$ cat config.mk
export PLATFORM = sky130hd
export DESIGN_NAME = led_blink_controller
export DESIGN_NICKNAME = d
export VERILOG_FILES = /design/src/rtl/lbc_pkg.sv /design/src/rtl/led_blink_controller.sv /design/src/rtl/lbc_div.sv
export SDC_FILE = /design/constraint.sdc
export NUM_CORES = 1
export LEC_CHECK = 0
export BUFFER_PORTS_ARGS = -buffer_cell sky130_fd_sc_hd__buf_2
export CAP_MARGIN = 20
export CORE_ASPECT_RATIO = 1.2
export CORE_MARGIN = 3
export CORE_UTILIZATION = 36
export DETAILED_ROUTE_END_ITERATION = 8
export PLACE_DENSITY = 0.53
export REMOVE_ABC_BUFFERS = 1
export SLEW_MARGIN = 10
export SYNTH_ARGS = -nofsm -noshare
export SYNTH_HDL_FRONTEND = slang
export SYNTH_SLANG_ARGS = --single-unit
$ cat constraint.sdc
create_clock -name clk -period 2.35 [get_ports clk]
set_input_delay 0.235 -clock clk [delete_from_list [all_inputs] [get_ports clk]]
set_output_delay 0.235 -clock clk [all_outputs]
set_load 0.05 [all_outputs]
$ cat src/rtl/lbc_pkg.sv
// Package: shared types, codes and constants of the LED blink controller.
`default_nettype none
package lbc_pkg;

  localparam int unsigned TPS_W    = 10;
  localparam int unsigned FLASH_W  = 4;
  localparam int unsigned MODE_W   = 2;
  localparam int unsigned COLOR_W  = 3;
  localparam int unsigned SPEED_W  = 4;
  localparam int unsigned DRIVE_W  = 2;
  localparam int unsigned HALVES_W = 5;
  localparam int unsigned CNT_W    = $clog2(TPS_W + 1);

  localparam logic [TPS_W-1:0]   TPS_RESET   = TPS_W'(100);
  localparam logic [FLASH_W-1:0] FLASH_RESET = FLASH_W'(4);
  localparam logic [SPEED_W-1:0] SPEED_MAX   = SPEED_W'(9);
  localparam logic [SPEED_W-1:0] SPEED_MIN   = SPEED_W'(1);

  typedef enum logic [MODE_W-1:0] {
    MODE_TICK  = 2'd0,
    MODE_SET   = 2'd1,
    MODE_TEMP  = 2'd2,
    MODE_NONE  = 2'd3
  } mode_t;

  localparam logic [DRIVE_W-1:0] COLOR_OFF   = 2'd0;
  localparam logic [DRIVE_W-1:0] COLOR_GREEN = 2'd1;
  localparam logic [COLOR_W-1:0] COLOR_UNDEF = 3'd4;

  typedef enum logic [0:0] {
    REG_TPS    = 1'b0,
    REG_FLASH  = 1'b1
  } reg_index_t;

  typedef enum logic [1:0] {
    ST_IDLE,
    ST_DIV,
    ST_DONE
  } state_t;

  typedef struct packed {
    logic               start;
    logic [TPS_W-1:0]   dividend;
    logic [SPEED_W-1:0] divisor;
  } div_req_t;

  typedef struct packed {
    logic             done;
    logic [TPS_W-1:0] quotient;
  } div_rsp_t;

endpackage
`default_nettype wire

$ cat src/rtl/led_blink_controller.sv
// Top level: LED blink controller, command decode, blink state and result register.
//
//  channel | signals                                   | direction
//  --------+-------------------------------------------+----------
//  in      | in_valid, in_ready, mode, color, speed    | to block
//  out     | out_valid, out_ready, drive_color,        | from block
//          | drive_changed, blinking, temp_left        |
//  cfg     | cfg_valid, cfg_ready, cfg_index, cfg_data | to block
//
// No-reload word (counting tick, stop, mode 3): IDLE goes straight to DONE, and the
// output register is loaded from DONE. Reloading word: IDLE, then DIV while the shared
// divider yields one bit of ticks_per_second / rate per cycle, then DONE.
// in_ready is high only in IDLE; a finished word waits in DONE while the output
// register is full. Synchronous rst clears blink state and out_valid and sets
// the registers to 100 ticks/s and 4 flashes; cfg_ready is always high.
`default_nettype none
module led_blink_controller
  import lbc_pkg::*;
(
  input  wire logic               clk,
  input  wire logic               rst,

  input  wire logic               in_valid,
  output logic                    in_ready,
  input  wire logic [MODE_W-1:0]  mode,
  input  wire logic [COLOR_W-1:0] color,
  input  wire logic [SPEED_W-1:0] speed,

  output logic                    out_valid,
  input  wire logic               out_ready,
  output logic [DRIVE_W-1:0]      drive_color,
  output logic                    drive_changed,
  output logic                    blinking,
  output logic [HALVES_W-1:0]     temp_left,

  input  wire logic               cfg_valid,
  output logic                    cfg_ready,
  input  wire logic [0:0]         cfg_index,
  input  wire logic [TPS_W-1:0]   cfg_data
);

  // configuration registers
  logic [TPS_W-1:0]    ticks_per_second;
  logic [FLASH_W-1:0]  temp_flashes;

  // blink state
  state_t              state, state_next;
  logic                phase_on, phase_on_next;
  logic [DRIVE_W-1:0]  steady_color, steady_color_next;
  logic [SPEED_W-1:0]  blink_rate, blink_rate_next;
  logic [SPEED_W-1:0]  temp_rate, temp_rate_next;
  logic [DRIVE_W-1:0]  temp_color, temp_color_next;
  logic [HALVES_W-1:0] temp_halves, temp_halves_next;
  logic [TPS_W-1:0]    countdown, countdown_next;
  logic                timer_running, timer_running_next;
  logic [DRIVE_W-1:0]  driven, driven_next;
  logic                changed, changed_next;

  // command decode
  logic                accept;
  logic                defined;
  logic [SPEED_W-1:0]  spd_clamp;
  logic [SPEED_W-1:0]  spd_temp;
  logic [DRIVE_W-1:0]  steady_upd;
  logic                out_load;

  div_req_t            div_req;
  div_rsp_t            div_rsp;

  lbc_div u_div (
    .clk (clk),
    .rst (rst),
    .req (div_req),
    .rsp (div_rsp)
  );

  assign cfg_ready = 1'b1;
  assign in_ready  = (state == ST_IDLE);
  assign accept    = in_valid && in_ready;
  assign out_load  = (state == ST_DONE) && (!out_valid || out_ready);

  assign defined   = color < COLOR_UNDEF;
  assign spd_clamp = (speed > SPEED_MAX) ? SPEED_MAX : speed;
  assign spd_temp  = (spd_clamp == '0) ? SPEED_MIN : spd_clamp;
  assign steady_upd = defined ? color[DRIVE_W-1:0] : steady_color;

  always_ff @(posedge clk) begin
    if (rst) begin
      ticks_per_second <= TPS_RESET;
      temp_flashes     <= FLASH_RESET;
    end else if (cfg_valid && cfg_ready) begin
      case (reg_index_t'(cfg_index))
        REG_TPS:   ticks_per_second <= cfg_data;
        REG_FLASH: temp_flashes     <= cfg_data[FLASH_W-1:0];
        default:   ;
      endcase
    end
  end

  always_ff @(posedge clk) begin
    if (rst) begin
      state         <= ST_IDLE;
      phase_on      <= 1'b0;
      steady_color  <= COLOR_OFF;
      blink_rate    <= '0;
      temp_rate     <= '0;
      temp_color    <= COLOR_OFF;
      temp_halves   <= '0;
      countdown     <= '0;
      timer_running <= 1'b0;
      driven        <= COLOR_OFF;
      changed       <= 1'b0;
    end else begin
      state         <= state_next;
      phase_on      <= phase_on_next;
      steady_color  <= steady_color_next;
      blink_rate    <= blink_rate_next;
      temp_rate     <= temp_rate_next;
      temp_color    <= temp_color_next;
      temp_halves   <= temp_halves_next;
      countdown     <= countdown_next;
      timer_running <= timer_running_next;
      driven        <= driven_next;
      changed       <= changed_next;
    end
  end

  // next state and divider requests
  always_comb begin
    state_next         = state;
    phase_on_next      = phase_on;
    steady_color_next  = steady_color;
    blink_rate_next    = blink_rate;
    temp_rate_next     = temp_rate;
    temp_color_next    = temp_color;
    temp_halves_next   = temp_halves;
    countdown_next     = countdown;
    timer_running_next = timer_running;
    driven_next        = driven;
    changed_next       = changed;
    div_req.start      = 1'b0;
    div_req.dividend   = ticks_per_second;
    div_req.divisor    = spd_clamp;

    case (state)
      ST_IDLE: begin
        if (accept) begin
          changed_next = 1'b0;
          state_next   = ST_DONE;
          case (mode_t'(mode))
            MODE_SET: begin
              if (defined) begin
                steady_color_next = color[DRIVE_W-1:0];
                driven_next       = color[DRIVE_W-1:0];
                changed_next      = 1'b1;
              end
              blink_rate_next = spd_clamp;
              if (spd_clamp == '0) begin
                // stop: pending temporary halves are kept
                timer_running_next = 1'b0;
                driven_next        = steady_upd;
                changed_next       = 1'b1;
              end else begin
                timer_running_next = 1'b1;
                div_req.start      = 1'b1;
                div_req.divisor    = spd_clamp;
                state_next         = ST_DIV;
              end
            end
            MODE_TEMP: begin
              temp_rate_next   = spd_temp;
              temp_halves_next = {temp_flashes, 1'b0};
              if (defined) begin
                temp_color_next = color[DRIVE_W-1:0];
              end else if (steady_color == COLOR_OFF) begin
                temp_color_next = COLOR_GREEN;
              end else begin
                temp_color_next = steady_color;
              end
              timer_running_next = 1'b1;
              div_req.start      = 1'b1;
              div_req.divisor    = spd_temp;
              state_next         = ST_DIV;
            end
            MODE_TICK: begin
              if (timer_running) begin
                if (countdown > TPS_W'(1)) begin
                  countdown_next = countdown - TPS_W'(1);
                end else begin
                  phase_on_next = !phase_on;
                  changed_next  = 1'b1;
                  if (temp_halves != '0) begin
                    temp_halves_next = temp_halves - HALVES_W'(1);
                    driven_next      = !phase_on ? temp_color : COLOR_OFF;
                    div_req.start    = 1'b1;
                    div_req.divisor  = temp_rate;
                    state_next       = ST_DIV;
                  end else if (blink_rate != '0) begin
                    driven_next     = !phase_on ? steady_color : COLOR_OFF;
                    div_req.start   = 1'b1;
                    div_req.divisor = blink_rate;
                    state_next      = ST_DIV;
                  end else begin
                    driven_next        = steady_color;
                    timer_running_next = 1'b0;
                    countdown_next     = '0;
                  end
                end
              end
            end
            default: ;
          endcase
        end
      end
      ST_DIV: begin
        if (div_rsp.done) begin
          countdown_next = div_rsp.quotient;
          state_next     = ST_DONE;
        end
      end
      ST_DONE: begin
        if (out_load) begin
          state_next = ST_IDLE;
        end
      end
      default: state_next = ST_IDLE;
    endcase
  end

  // output word register
  always_ff @(posedge clk) begin
    if (rst) begin
      out_valid <= 1'b0;
    end else if (out_load) begin
      out_valid <= 1'b1;
    end else if (out_ready) begin
      out_valid <= 1'b0;
    end
  end

  always_ff @(posedge clk) begin
    if (out_load) begin
      drive_color   <= driven;
      drive_changed <= changed;
      blinking      <= timer_running;
      temp_left     <= temp_halves;
    end
  end

endmodule
`default_nettype wire

$ cat src/rtl/lbc_div.sv
// Shared restoring divider: one quotient bit per cycle.
`default_nettype none
module lbc_div
  import lbc_pkg::*;
(
  input  wire logic     clk,
  input  wire logic     rst,
  input  wire div_req_t req,
  output div_rsp_t      rsp
);

  logic                busy;
  logic [CNT_W-1:0]    cnt;
  logic [SPEED_W-1:0]  rem;
  logic [TPS_W-1:0]    quo;
  logic [SPEED_W-1:0]  dsr;
  logic [SPEED_W:0]    trial;
  logic                fits;

  // shift in the next dividend bit and try a subtract
  assign trial = {rem, quo[TPS_W-1]};
  assign fits  = trial >= {1'b0, dsr};

  always_ff @(posedge clk) begin
    if (rst) begin
      busy <= 1'b0;
      cnt  <= '0;
    end else if (req.start) begin
      busy <= 1'b1;
      cnt  <= CNT_W'(TPS_W);
    end else if (busy) begin
      cnt  <= cnt - CNT_W'(1);
      if (cnt == CNT_W'(1)) begin
        busy <= 1'b0;
      end
    end
  end

  always_ff @(posedge clk) begin
    if (req.start) begin
      rem <= '0;
      quo <= req.dividend;
      // a rate of zero divides as one
      dsr <= (req.divisor == '0) ? SPEED_MIN : req.divisor;
    end else if (busy) begin
      rem <= fits ? SPEED_W'(trial - {1'b0, dsr}) : trial[SPEED_W-1:0];
      quo <= {quo[TPS_W-2:0], fits};
    end
  end

  assign rsp.done     = busy && (cnt == CNT_W'(1)) && !req.start;
  assign rsp.quotient = {quo[TPS_W-2:0], fits};

endmodule
`default_nettype wire
==> impl_metrics.ini <==
[critical_path]
crit_arrival_ns = 2.31
critPathTopFamily = simple AND/OR/NAND/NOR gates
crit_slowest_cell = or4b_4
critPathMaxFanout = 8
cp_slowest_stage_delay_ns = 0.46
crit_type = flop to flop
reg2regPathDepth = 8
r2r_slack_ns = 0.12
worstReg2RegEnd = u_div.quo[3]$_DFFE_PP_
cp-end-kind = flop
required_ns = 2.43
worstPathCellList = inv_1, ha_1, or4b_4, or2_4, a31oi_2, nor2b_2, buf_4, mux2_2
path_buf_inv = 2
worstSetupStartpointType = flop
rr_startpoint = temp_halves[1]$_SDFFE_PP0P_

[run]
maxCapViolCount = 0

[sta]
tns_ns = 0
fmaxAchievable_mhz = 449.1
hold_ws_ns = 0.1114
timing.final.crit_share_pct = 94.76
hold_viol = 0
worstMarginPinSlew_ns = 0.6657
maxSlewHeadroom_pct = 55.21
min_period_ns = 2.227
layout_setup_ws_ns = 0.1232
grt_setup_unrepaired = false
skew_ns = 0.005168
setup_viol = 0
drv_slew = 0

[grt]
grt_pass1_wl_um = 15710
grt_max_degree = 30
grt.overflow.total = 0
grt_pass1_vias = 3174
grt_antenna_before_repair = 0
grt_util_all_layers_pct = 15.95

[cts]
clk_path_buf_depth = 2
cts_inserted_buffers = 9
cts_num_sinks = 81
clock_latency_ns = 0.34
cts_tree = built
postCtsHoldBufs = 0
cts_setup_buffers = 0
clk_pin_slew_ns = 0.06
htree_levels = 3
clock-root-buffer = clkbuf_16

[finish]
final_common_cell = nand2_1
fin_cells = 630
fin_util_pct = 44.75
multi_input_area_mm2 = 0.002048
layout_common_cells = nand2_1 (67), dfxtp_1 (58), nor2_1 (46)
final_area_mm2 = 0.004798
fin_nets = 532
drive_gt1_share_pct = 21.16
layout-area-overhead-vs-synth_pct = 19.17
num_antenna_cells = 0
seq_area_mm2 = 0.001852
fillCellCount = 1068

[place]
placed_area_mm2 = 0.004478
dp.cells = 614
dpl.hpwl_um = 6953
portBuffers = 35
gp_congestion = 0.7856
pre_cts_slack_ns = 0.07980

[floorplan]
ios = 37
initial_utilization_pct = 37.55
row_count = 41
die_area_mm2 = 0.01249
fp.dieW_um = 102.5
core_mm2 = 0.01072
die_y_um = 121.9

[drt]
wl_per_cell_um = 14.92
routed_wl_um = 9399
drc = 0
drt-pass1-iter-count = 4
routed_via_density = 5.281
drt-initial-drc-count = 172
vias = 3327
ant_nets = 0

[logic_synthesis]
synth_area_mm2 = 0.004026
ys_warn_count = 0
synth_cell_types = 64
synth_ff_type = dfxtp_1
synth_cells = 449
synth_edf_count = 23
avgSynthCellArea_um2 = 8.967
synth_seq_area_share_pct = 45.99
async_flop_share_pct = 0
ys_seq_elements = 81

[status]
status = completed

[hold_path]
hold_depth = 3
worstHoldStart = cfg_data[5]
hp-class = input pin to flop
hold_end = ticks_per_second[5]$_SDFFE_PP1P_

[pwr]
p_leak_nw = 1.846
p_per_area_mw_per_mm2 = 779.3
peakVddDrop_mv = 0.4079
p_total_mw = 3.739
==> repair_timing <==
item	CTS	global route
setup endpoints to repair	0	29
resized for setup	0	7
endpoints found under the hold margin	0	0
==> where the power goes <==
group          switching [mW]  total (mW)  internal [mW]  leakage, nW
clock                   0.554        1.40          0.842        0.140
combinational           0.390       0.704          0.314         1.01
sequential             0.0783        1.64           1.56        0.691
==> flip-flops by register name (all words and copies together), names as in the netlist, 4 cells and up <==
signal,flops
blink_rate,4
countdown,10
temp_flashes,4
temp_halves,5
temp_left,5
temp_rate,4
ticks_per_second,10
u_div.cnt,4
u_div.dsr,4
u_div.quo,10
u_div.rem,4
==> worst register-to-register path, delay by kind of cell, from the launching register on <==
| family | cells | cell delay (ns) |
|---|---|---|
| buf+inv | 2 | 0.25 |
| mux | 1 | 0.28 |
| fa+ha+maj | 1 | 0.15 |
| flops | 1 | 0.33 |
| simple gates | 3 | 0.81 |
| compound gates | 1 | 0.17 |
==> final cells by class <==
type	instances	share of cell area, %
clock buffer	10	4.980
clock inverter	6	1.199
inverter	14	1.095
multi-input combinational	330	42.69
sequential	81	38.59
tap	129	3.364
timing repair buffer	60	8.083
==> synth_stat cells, types with 8 or more instances <==
library cell  count  share of area, %
dfxtp_1          58                29
inv_1            14               1.3
nor2b_1          10               1.6
mux2_2           10               2.8
ha_1             10               3.1
edfxtp_1         23                17
nand2_1          67               6.2
nand2b_1          9               1.4
a211oi_1         12               2.2
a21oi_1          41               5.1
nand3_1           8              0.99
mux2i_1          10               2.5
o21ai_0           9               1.1
clkbuf_1         19               1.8
nor2_1           48               4.5
nor3_1            8              0.99
==> worst max path at each step <==
| stage | start | to | slack, ns | cells after the start |
|---|---|---|---|---|
| final | temp_halves[1]$_SDFFE_PP0P_ | u_div.quo[3]$_DFFE_PP_ | 0.12 | 8 |
| after global routing | countdown[8]$_SDFFE_PP0P_ | u_div.dsr[0]$_SDFFCE_PN1N_ | 0.008 | 7 |
| after CTS | countdown[8]$_SDFFE_PP0P_ | countdown[1]$_SDFFE_PP0P_ | 0.08 | 7 |
| after detailed placement | temp_halves[1]$_SDFFE_PP0P_ | u_div.quo[9]$_DFFE_PP_ | 0.08 | 8 |
| after global placement | temp_halves[1]$_SDFFE_PP0P_ | u_div.quo[9]$_DFFE_PP_ | 0.13 | 8 |
| after floorplan | countdown[4]$_SDFFE_PP0P_ | u_div.quo[0]$_DFFE_PP_ | -0.46 | 5 |
==> kinds of logic after synthesis <==
group | Yosys count | share of synthesized area (%)
other | 1 | 0.09314
adder cells (fa/ha/maj) | 11 | 3.605
AO/OA/AOI/OAI | 100 | 16.22
flip-flops | 81 | 45.99
AND/OR/NAND/NOR | 192 | 23.71
XOR/XNOR | 6 | 1.305
multiplexers | 20 | 5.283
buffers and inverters | 38 | 3.791
==> metal layers <==
metal / wire, µm / GRT usage (%) / vias to the layer above
met5: 0 / 0 / -
met4: 225 / 7.301 / 0
met3: 362 / 2.291 / 16
met2: 4442 / 25.65 / 73
met1: 4370 / 21.04 / 1549
li1: - / - / 1689
Note: power is estimated with default switching activity, not from simulation.
